**src/rtl/core/hmcs_pkg.sv**
```systemverilog
// ---------------------------------------------------------------------------
// hmcs_pkg
// Types, character codes and match helpers for the meta charset scanner.
// ---------------------------------------------------------------------------
`default_nettype none

package hmcs_pkg;

  localparam logic [7:0] CH_LT     = 8'h3C;  // '<'
  localparam logic [7:0] CH_EQ     = 8'h3D;  // '='
  localparam logic [7:0] CH_DASH   = 8'h2D;  // '-'
  localparam logic [7:0] CH_SPACE  = 8'h20;  // ' '
  localparam logic [7:0] CH_SQUOTE = 8'h27;  // '\''
  localparam logic [7:0] CH_DQUOTE = 8'h22;  // '"'
  localparam logic [7:0] CH_GT     = 8'h3E;  // '>'
  localparam logic [7:0] CH_M      = 8'h6D;  // 'm'
  localparam logic [7:0] CH_C      = 8'h63;  // 'c'

  localparam logic [2:0] META_LEN    = 3'd4;
  localparam logic [2:0] CHARSET_LEN = 3'd7;

  typedef enum logic [3:0] {
    PH_SEEK_LT  = 4'd0,
    PH_AFTER_LT = 4'd1,
    PH_META     = 4'd2,
    PH_IN_TAG   = 4'd3,
    PH_SEEK_EQ  = 4'd4,
    PH_AFTER_EQ = 4'd5,
    PH_SQUOTE   = 4'd6,
    PH_DQUOTE   = 4'd7,
    PH_BARE     = 4'd8,
    PH_DONE     = 4'd9
  } phase_t;

  typedef struct packed {
    logic [7:0] body_byte;
    logic       end_of_document;
  } hmcs_item_t;

  typedef struct packed {
    logic [7:0] value_char;
    logic       has_char;
    logic       value_done;
  } hmcs_result_t;

  // lower-case letter, or zero for anything that is not a letter
  function automatic logic [7:0] fold_lc(input logic [7:0] b);
    logic is_letter;
    is_letter = ((b >= 8'h41) && (b <= 8'h5A)) || ((b >= 8'h61) && (b <= 8'h7A));
    return is_letter ? (b | 8'h20) : 8'h00;
  endfunction

  function automatic logic is_token(input logic [7:0] b);
    return ((b >= 8'h61) && (b <= 8'h7A)) || ((b >= 8'h41) && (b <= 8'h5A)) ||
           ((b >= 8'h30) && (b <= 8'h39)) || (b == CH_DASH);
  endfunction

  function automatic logic [7:0] meta_letter(input logic [2:0] p);
    logic [7:0] c;
    case (p)
      3'd0:    c = 8'h6D;  // m
      3'd1:    c = 8'h65;  // e
      3'd2:    c = 8'h74;  // t
      3'd3:    c = 8'h61;  // a
      default: c = 8'h00;
    endcase
    return c;
  endfunction

  function automatic logic [7:0] charset_letter(input logic [2:0] p);
    logic [7:0] c;
    case (p)
      3'd0:    c = 8'h63;  // c
      3'd1:    c = 8'h68;  // h
      3'd2:    c = 8'h61;  // a
      3'd3:    c = 8'h72;  // r
      3'd4:    c = 8'h73;  // s
      3'd5:    c = 8'h65;  // e
      3'd6:    c = 8'h74;  // t
      default: c = 8'h00;
    endcase
    return c;
  endfunction

endpackage

`default_nettype wire

```
**src/rtl/core/hmcs_in_stage.sv**
```systemverilog
// ---------------------------------------------------------------------------
// hmcs_in_stage
// Input register: holds one accepted byte until the scanner consumes it.
// ---------------------------------------------------------------------------
`default_nettype none

module hmcs_in_stage (
  input  wire logic               clk,
  input  wire logic               rst_n,
  input  wire logic               in_valid,
  output logic                    in_ready,
  input  wire hmcs_pkg::hmcs_item_t in_item,
  input  wire logic               advance,
  output logic                    item_valid,
  output hmcs_pkg::hmcs_item_t    item
);
  import hmcs_pkg::*;

  logic       valid_r;
  hmcs_item_t item_r;

  // take a new byte when the register is empty or the held one leaves in the same cycle
  assign in_ready   = !valid_r || advance;
  assign item_valid = valid_r;
  assign item       = item_r;

  always_ff @(posedge clk) begin
    if (!rst_n) begin
      valid_r <= 1'b0;
    end else if (in_ready) begin
      valid_r <= in_valid;
    end
  end

  always_ff @(posedge clk) begin
    if (in_ready && in_valid) begin
      item_r <= in_item;
    end
  end

endmodule

`default_nettype wire

```
**src/rtl/core/hmcs_scan_fsm.sv**
```systemverilog
// ---------------------------------------------------------------------------
// hmcs_scan_fsm
// Tag / keyword / value state machine, one byte per step.
// ---------------------------------------------------------------------------
`default_nettype none

module hmcs_scan_fsm (
  input  wire logic                 clk,
  input  wire logic                 rst_n,
  input  wire logic                 step,
  input  wire hmcs_pkg::hmcs_item_t item,
  output hmcs_pkg::hmcs_result_t    res,
  output logic                      res_valid
);
  import hmcs_pkg::*;

  phase_t     phase_r, phase_nxt;
  logic [2:0] prog_r, prog_nxt;

  logic [7:0] b;
  logic [7:0] lc;
  logic       eod;
  logic       open_value;

  assign b   = item.body_byte;
  assign eod = item.end_of_document;
  assign lc  = fold_lc(b);

  // next state
  always_comb begin
    phase_nxt = phase_r;
    prog_nxt  = prog_r;
    case (phase_r)
      PH_AFTER_LT: begin
        if (b == CH_SPACE) begin
          phase_nxt = PH_AFTER_LT;
        end else if (lc == CH_M) begin
          phase_nxt = PH_META;
          prog_nxt  = 3'd1;
        end else begin
          phase_nxt = PH_SEEK_LT;
        end
      end
      PH_META: begin
        if ((prog_r >= 3'd1) && (prog_r < META_LEN) && (lc == meta_letter(prog_r))) begin
          if (prog_r + 3'd1 == META_LEN) begin
            phase_nxt = PH_IN_TAG;
            prog_nxt  = 3'd0;
          end else begin
            prog_nxt = prog_r + 3'd1;
          end
        end else begin
          prog_nxt  = 3'd0;
          phase_nxt = (b == CH_LT) ? PH_AFTER_LT : PH_SEEK_LT;
        end
      end
      PH_IN_TAG: begin
        if ((prog_r < CHARSET_LEN) && (lc == charset_letter(prog_r))) begin
          if (prog_r + 3'd1 == CHARSET_LEN) begin
            phase_nxt = PH_SEEK_EQ;
            prog_nxt  = 3'd0;
          end else begin
            prog_nxt = prog_r + 3'd1;
          end
        end else begin
          // failing byte is looked at again from the start of the word
          prog_nxt = 3'd0;
          if (b == CH_GT) begin
            phase_nxt = PH_SEEK_LT;
          end else if (lc == CH_C) begin
            prog_nxt = 3'd1;
          end
        end
      end
      PH_SEEK_EQ: begin
        if (b == CH_EQ) begin
          phase_nxt = PH_AFTER_EQ;
        end
      end
      PH_AFTER_EQ: begin
        if (b == CH_SPACE) begin
          phase_nxt = PH_AFTER_EQ;
        end else if (b == CH_SQUOTE) begin
          phase_nxt = PH_SQUOTE;
        end else if (b == CH_DQUOTE) begin
          phase_nxt = PH_DQUOTE;
        end else if (is_token(b)) begin
          phase_nxt = PH_BARE;
        end else begin
          phase_nxt = PH_DONE;
        end
      end
      PH_SQUOTE: begin
        if (b == CH_SQUOTE) begin
          phase_nxt = PH_DONE;
        end
      end
      PH_DQUOTE: begin
        if (b == CH_DQUOTE) begin
          phase_nxt = PH_DONE;
        end
      end
      PH_BARE: begin
        if (!is_token(b)) begin
          phase_nxt = PH_DONE;
        end
      end
      PH_DONE: begin
        phase_nxt = PH_DONE;
      end
      default: begin
        // searching for '<'
        prog_nxt  = 3'd0;
        phase_nxt = (b == CH_LT) ? PH_AFTER_LT : PH_SEEK_LT;
      end
    endcase
    if (eod) begin
      phase_nxt = PH_SEEK_LT;
      prog_nxt  = 3'd0;
    end
  end

  // outputs
  always_comb begin
    res.value_char = 8'h00;
    res.has_char   = 1'b0;
    res.value_done = 1'b0;
    case (phase_r)
      PH_AFTER_EQ: begin
        if ((b == CH_SPACE) || (b == CH_SQUOTE) || (b == CH_DQUOTE)) begin
          res.has_char = 1'b0;
        end else if (is_token(b)) begin
          res.value_char = b;
          res.has_char   = 1'b1;
        end else begin
          res.value_done = 1'b1;
        end
      end
      PH_SQUOTE: begin
        if (b == CH_SQUOTE) begin
          res.value_done = 1'b1;
        end else begin
          res.value_char = b;
          res.has_char   = 1'b1;
        end
      end
      PH_DQUOTE: begin
        if (b == CH_DQUOTE) begin
          res.value_done = 1'b1;
        end else begin
          res.value_char = b;
          res.has_char   = 1'b1;
        end
      end
      PH_BARE: begin
        if (is_token(b)) begin
          res.value_char = b;
          res.has_char   = 1'b1;
        end else begin
          res.value_done = 1'b1;
        end
      end
      default: begin
        res.has_char = 1'b0;
      end
    endcase
    // document end closes a value that is still open after this byte
    open_value = (phase_nxt == PH_AFTER_EQ) || (phase_nxt == PH_SQUOTE) ||
                 (phase_nxt == PH_DQUOTE) || (phase_nxt == PH_BARE);
    if (eod) begin
      open_value = ((phase_r == PH_SEEK_EQ) && (b == CH_EQ)) ||
                   (phase_r == PH_AFTER_EQ) || (phase_r == PH_BARE && is_token(b)) ||
                   (phase_r == PH_SQUOTE && b != CH_SQUOTE) ||
                   (phase_r == PH_DQUOTE && b != CH_DQUOTE);
      if (open_value) begin
        res.value_done = 1'b1;
      end
    end
    res_valid = res.has_char || res.value_done;
  end

  always_ff @(posedge clk) begin
    if (!rst_n) begin
      phase_r <= PH_SEEK_LT;
      prog_r  <= 3'd0;
    end else if (step) begin
      phase_r <= phase_nxt;
      prog_r  <= prog_nxt;
    end
  end

  a_done_closes: assert property (@(posedge clk) disable iff (!rst_n)
    (step && res.value_done) |=> (phase_r == PH_DONE) || (phase_r == PH_SEEK_LT))
    else $error("value end without leaving the value phases");

  a_quiet_after_value: assert property (@(posedge clk) disable iff (!rst_n)
    (phase_r == PH_DONE) |-> !res_valid)
    else $error("result after the value was complete");

  a_eod_resets: assert property (@(posedge clk) disable iff (!rst_n)
    (step && item.end_of_document) |=> (phase_r == PH_SEEK_LT) && (prog_r == 3'd0))
    else $error("state not cleared at document end");

  a_char_in_value: assert property (@(posedge clk) disable iff (!rst_n)
    (step && res.has_char) |-> (phase_r == PH_AFTER_EQ) || (phase_r == PH_SQUOTE) ||
                               (phase_r == PH_DQUOTE) || (phase_r == PH_BARE))
    else $error("value byte outside a value");

endmodule

`default_nettype wire

```
**src/rtl/core/hmcs_out_stage.sv**
```systemverilog
// ---------------------------------------------------------------------------
// hmcs_out_stage
// Result register: holds one result until the consumer takes it.
// ---------------------------------------------------------------------------
`default_nettype none

module hmcs_out_stage (
  input  wire logic                   clk,
  input  wire logic                   rst_n,
  input  wire logic                   load,
  input  wire hmcs_pkg::hmcs_result_t res,
  output logic                        free,
  output logic                        out_valid,
  input  wire logic                   out_ready,
  output hmcs_pkg::hmcs_result_t      out_res
);
  import hmcs_pkg::*;

  logic         valid_r;
  hmcs_result_t res_r;

  assign free      = !valid_r || out_ready;
  assign out_valid = valid_r;
  assign out_res   = res_r;

  always_ff @(posedge clk) begin
    if (!rst_n) begin
      valid_r <= 1'b0;
    end else if (free) begin
      valid_r <= load;
    end
  end

  always_ff @(posedge clk) begin
    if (free && load) begin
      res_r <= res;
    end
  end

endmodule

`default_nettype wire

```
**src/rtl/core/html_meta_charset_scanner.sv**
```systemverilog
// ---------------------------------------------------------------------------
// html_meta_charset_scanner
// Finds the charset value of the first meta tag with a charset attribute in an HTML byte stream.
// ---------------------------------------------------------------------------
// Accepts one document byte per clock and returns the bytes of the charset
// value of the first <meta ... charset=...> tag, then a value_done mark
// (which may come alone, as for an empty value or at a closing quote, or
// with the last byte when that byte ends the document). A byte flagged
// end_of_document clears the scanner for the next document. An accepted
// byte is held in the input register, and its result is loaded into the
// result register once that register is free, which raises out_valid.
// Throughput is one byte per cycle while the result register stays free,
// set by the state update of the scanner state machine. Bytes that produce
// no result are dropped internally. Backpressure on out_ready stalls intake
// only once both registers are occupied.
`default_nettype none

module html_meta_charset_scanner (
  input  wire logic       clk,
  input  wire logic       rst_n,
  input  wire logic       in_valid,
  output logic            in_ready,
  input  wire logic [7:0] in_body_byte,
  input  wire logic       in_end_of_document,
  output logic            out_valid,
  input  wire logic       out_ready,
  output logic [7:0]      out_value_char,
  output logic            out_has_char,
  output logic            out_value_done
);
  import hmcs_pkg::*;

  hmcs_item_t   in_item;
  hmcs_item_t   item;
  logic         item_valid;
  logic         advance;
  logic         out_free;
  hmcs_result_t res;
  logic         res_valid;
  hmcs_result_t out_res;

  assign in_item.body_byte       = in_body_byte;
  assign in_item.end_of_document = in_end_of_document;

  assign advance = item_valid && out_free;

  hmcs_in_stage u_in (
    .clk        (clk),
    .rst_n      (rst_n),
    .in_valid   (in_valid),
    .in_ready   (in_ready),
    .in_item    (in_item),
    .advance    (advance),
    .item_valid (item_valid),
    .item       (item)
  );

  hmcs_scan_fsm u_fsm (
    .clk       (clk),
    .rst_n     (rst_n),
    .step      (advance),
    .item      (item),
    .res       (res),
    .res_valid (res_valid)
  );

  hmcs_out_stage u_out (
    .clk       (clk),
    .rst_n     (rst_n),
    .load      (advance && res_valid),
    .res       (res),
    .free      (out_free),
    .out_valid (out_valid),
    .out_ready (out_ready),
    .out_res   (out_res)
  );

  assign out_value_char = out_res.value_char;
  assign out_has_char   = out_res.has_char;
  assign out_value_done = out_res.value_done;

endmodule

`default_nettype wire
```
**config.mk**
```make
export PLATFORM = sky130hd
export DESIGN_NAME = html_meta_charset_scanner
export DESIGN_NICKNAME = d
export VERILOG_FILES = /design/src/rtl/core/hmcs_pkg.sv /design/src/rtl/core/hmcs_in_stage.sv /design/src/rtl/core/hmcs_scan_fsm.sv /design/src/rtl/core/hmcs_out_stage.sv /design/src/rtl/core/html_meta_charset_scanner.sv
export SDC_FILE = /design/constraint.sdc
export NUM_CORES = 1
export LEC_CHECK = 0
export ABC_AREA = 1
export CAP_MARGIN = 20
export CORE_MARGIN = 3
export CORE_UTILIZATION = 65
export CTS_CLUSTER_SIZE = 20
export DETAILED_ROUTE_END_ITERATION = 12
export DONT_BUFFER_PORTS = 1
export PLACE_DENSITY = 0.89
export SYNTH_ARGS = -nofsm -noshare
export SYNTH_HDL_FRONTEND = slang
export SYNTH_HIERARCHICAL = 1
export SYNTH_SLANG_ARGS = --single-unit
```
**constraint.sdc**
```tcl
create_clock -name clk -period 4.9 [get_ports clk]
set_input_delay 0.98 -clock clk [delete_from_list [all_inputs] [get_ports clk]]
set_output_delay 0.98 -clock clk [all_outputs]
set_load 0.01 [all_outputs]
```
==> results.txt <==
----------------------------------------------------
[Power and ir drop]
  Worst IR drop on VDD ... between 0.15 and 0.2 mV
  Power per Cell Area ... approximately 230 nW/um^2
  Clock network power share ... 28.5%
  Comb power frac ... between 15 and 20%
  Sequential group share of total power ... a little over half
  Lkg Pwr ... 1.04 nW
  Cell internal pwr ... ~380 uW
  Switching share of power ... 27.6%
  Net switching component of the power ... roughly 140 uW

[Outcome]
  Outcome ... finished clean

[Final layout]
  Fraction of layout instances using a drive strength above 1 ... between 8 and 9%
  Area of all placed cells without fillers ... around 2300 sq um
  Ant diodes ... 0
  Number of nets in the layout ... between 300 and 400
  P&R area growth vs syn ... 4.45%

[Logic synthesis]
  Total number of yosys warnings ... 6
  Dominant synthesized flop cell ... sky130_fd_sc_hd__edfxtp_1
  Post-synth EDFFs ... 19
  Most frequent cell after synthesis ... sky130_fd_sc_hd__nand2_1
  Summed instance area of the synthesized netlist ... roughly 2200 sq um
  Post-synthesis instance total ... between 300 and 400
  Most frequent cells after synthesis ... sky130_fd_sc_hd__nand2_1, sky130_fd_sc_hd__nor2_1, sky130_fd_sc_hd__inv_1
  Avg Synthesized Cell Area ... 6.51 sq um
  Synthesized netlist net count ... between 300 and 400
  Area share of the largest cell type after synthesis ... about 26%
  Flip-flop and latch count after synthesis ... 28
  Number of distinct library cells after synthesis ... 29
  Proportion of register bits with asynchronous set or reset after synthesis ... 0%
  Largest cells by area after synthesis ... sky130_fd_sc_hd__edfxtp_1, sky130_fd_sc_hd__nand2_1, sky130_fd_sc_hd__nor2_1, sky130_fd_sc_hd__inv_1, sky130_fd_sc_hd__dfxtp_1
  Cell taking the most area after synthesis ... sky130_fd_sc_hd__edfxtp_1
  Sequential-to-total area share from yosys stat ... roughly a third

[Timing]
  Skew final ... about 0.0041 ns
  Final Max Slew Viols ... 0
  Post-layout min period ... approximately 2.9 ns
  Maximum clock frequency ... about 0.35 GHz
  Setup-failing EPs final ... 0
  Final number of hold-violating endpoints ... 0
  Aggregate negative setup slack ... 0 ns
  Final Cycle Share ... approximately three fifths
  Slew @ Worst Pin ... 0.960 ns
  Relative slew slack ... a little over a third
  Setup repair after global routing missed its margin ... no

[Route]
  Vias ... ~2100
  Number of optimization iterations in the first detailed-route pass ... 5
  Routed wire per std cell ... between 10 and 15 um
  Via-per-instance ratio ... around 5.6
  Residual DRC count ... 0
  Remaining antenna violation count ... 0
  Starting DRT DRC Count ... around 210
  Wirelength, routed ... 4610 um

[Clock network]
  Hold_buf cts ... 0
  # H-tree levels ... 1
  Clk pin slew, worst setup/hold paths ... ~0.15 ns
  Count of instances resized after the clock tree is built ... 0
  TritonCTS clock tree ... yes
  Clock insertion delay at the later pin of the skew report ... approximately 0.32 ns
  Buffers from clock root to sink, at most ... 2
  Post-CTS Setup Repair Bufs ... 0
  CTS Buf Count ... 3
  Clk sink count ... 28
  Root buf cell ... sky130_fd_sc_hd__clkbuf_4

[Die]
  Num ports ... 25
  Starting density of the core ... a little over two thirds
  Full die area ... between 4000 and 5000 sq um
  Die height ... 64.1 um
  Die Span X ... around 64 um
  Total number of placement rows ... 20
  Core Box Area ... about 3100 sq um

[Worst setup path]
  Critical path data arrival time ... approximately 2.8 ns
  Setup slack, reg-to-reg ... 2.04 ns
  CP Launch Type ... flip-flop
  Largest fanout on the critical path ... 10
  Endpoint type of the worst setup path ... flip-flop
  Data required, critical path ... between 4 and 5 ns
  Kind of critical path ... reg2reg

[GRT]
  Remaining Overflow, GRT ... 0
  Number of antenna violations at the first check in global routing ... 0
  Global-route wire length before repair ... between 8000 and 9000 um
  Via count of the first global-routing pass ... around 2000
  Largest net degree at the start of global routing ... 17
  Aggregate global-route resource usage ... about a quarter

[Placed design]
  IO Port Bufs ... 0
  Total half-perimeter wirelength after legalization and detailed placement ... ~3700 um
  Post-Place Cell Area ... approximately 2200 sq um
  GP Congestion ... between 0.9 and 1

[Worst hold path]
  Hold/Removal Path Class ... reg2reg

[Run]
  Number of max-capacitance violations reported ... 0

----------------------------------------------------
-- kinds of logic (layout without fill, tap and decap cells) --
group	after synthesis	count (layout)	synth area share [%]
simple gates	205	205	41.7
buf+inv	66	68	11.4
compound gates	31	31	8.72
flops	28	28	34.2
fa+ha+maj	7	7	3.99
-- final cells by class --
type,instances,area [sq um]
clock buffer,3,22.5
clock inverter,1,30.0
fill,279,836
inverter,64,240
multi-input combinational,243,1190
sequential,28,751
tap,44,55.1
-- final timing paths --
path | start | to | depth (start not counted)
max | u_in/item[8] | u_out/out_res[8] | 15
min | u_fsm/phase_r[2] | u_fsm/phase_r[2] | 2
max reg2reg | u_in/item[8] | u_out/out_res[8] | 15
min reg2reg | u_fsm/phase_r[2] | u_fsm/phase_r[2] | 2
-- power groups by stage --
stage                     sequential, mW  clock [mW]  combinational, mW
after floorplan                    0.285           0             0.0737
after global placement             0.288           0             0.0872
after detailed placement           0.288           0             0.0887
after CTS                          0.283       0.154             0.0892
after global routing               0.285       0.165              0.105
final                              0.283       0.149             0.0907
-- layout by cell type, fill, tap and decap left out --
master,instances
sky130_fd_sc_hd__nand4_1,8
sky130_fd_sc_hd__o22ai_1,2
sky130_fd_sc_hd__o211ai_1,3
sky130_fd_sc_hd__a21oi_1,14
sky130_fd_sc_hd__o21bai_1,1
sky130_fd_sc_hd__nand3_1,27
sky130_fd_sc_hd__nor3_2,1
sky130_fd_sc_hd__clkinv_1,1
sky130_fd_sc_hd__clkbuf_4,3
sky130_fd_sc_hd__a22o_1,1
sky130_fd_sc_hd__nand3_4,2
sky130_fd_sc_hd__inv_2,3
sky130_fd_sc_hd__dfxtp_1,9
sky130_fd_sc_hd__o21ai_0,5
sky130_fd_sc_hd__o221a_2,1
sky130_fd_sc_hd__o31ai_1,1
sky130_fd_sc_hd__ha_1,7
sky130_fd_sc_hd__nand2_1,84
sky130_fd_sc_hd__o2111ai_1,1
sky130_fd_sc_hd__nand2_2,6
sky130_fd_sc_hd__nand3_2,1
sky130_fd_sc_hd__nor2_2,8
sky130_fd_sc_hd__nor3_1,3
sky130_fd_sc_hd__nor4_1,2
sky130_fd_sc_hd__a21oi_2,2
sky130_fd_sc_hd__edfxtp_1,19
sky130_fd_sc_hd__inv_1,60
sky130_fd_sc_hd__nor2_1,61
sky130_fd_sc_hd__bufinv_16,1
sky130_fd_sc_hd__nand3b_1,2
-- metal layers --
layer / track usage, % / vias up / wire [um]
met1: 33.6 / 933 / 2020
met5: 0 / - / 0
met4: 13.7 / 0 / 167
met3: 3.51 / 22 / 347
met2: 39.2 / 114 / 2080
li1: - / 1077 / -
-- per-stage QoR --
step | power [mW] | hold WS (ns) | cells | setup WS (ns) | utilization [%]
final | 0.522 | 0.531 | 383 | 2.04 | 73.3
after global routing | 0.555 | 0.580 | 383 | 1.72 | 73.3
after CTS | 0.526 | 0.535 | 383 | 2.05 | 73.3
after detailed placement | 0.377 | 0.515 | 379 | 2.07 | 71.6
after global placement | 0.375 | 0.507 | 379 | 2.18 | 71.6
after floorplan | 0.358 | 0.491 | 337 | 2.39 | -
-- state kept, by name (all words and copies together) (netlist names) --
name and flops:
u_in/item 9, u_fsm/phase_r 4, u_in/item_valid 1, u_out/out_res 10, u_out/out_valid 1, u_fsm/prog_r 3
-- worst max-delay path, cell delays in order, from the launching register on --
cell and delay (ns):
sky130_fd_sc_hd__edfxtp_1 0.44, sky130_fd_sc_hd__nor2_1 0.23, sky130_fd_sc_hd__inv_1 0.06, sky130_fd_sc_hd__nor2_1 0.18
sky130_fd_sc_hd__nand3_1 0.11, sky130_fd_sc_hd__nand2_1 0.08, sky130_fd_sc_hd__nand2_1 0.06, sky130_fd_sc_hd__nand3_1 0.13
sky130_fd_sc_hd__nand2_1 0.11, sky130_fd_sc_hd__nand2_2 0.10, sky130_fd_sc_hd__o21ai_0 0.10, sky130_fd_sc_hd__nand3_1 0.11
sky130_fd_sc_hd__inv_1 0.05, sky130_fd_sc_hd__nor2_2 0.09, sky130_fd_sc_hd__inv_1 0.06, sky130_fd_sc_hd__a21oi_1 0.63
(Power assumes the default switching activity.)
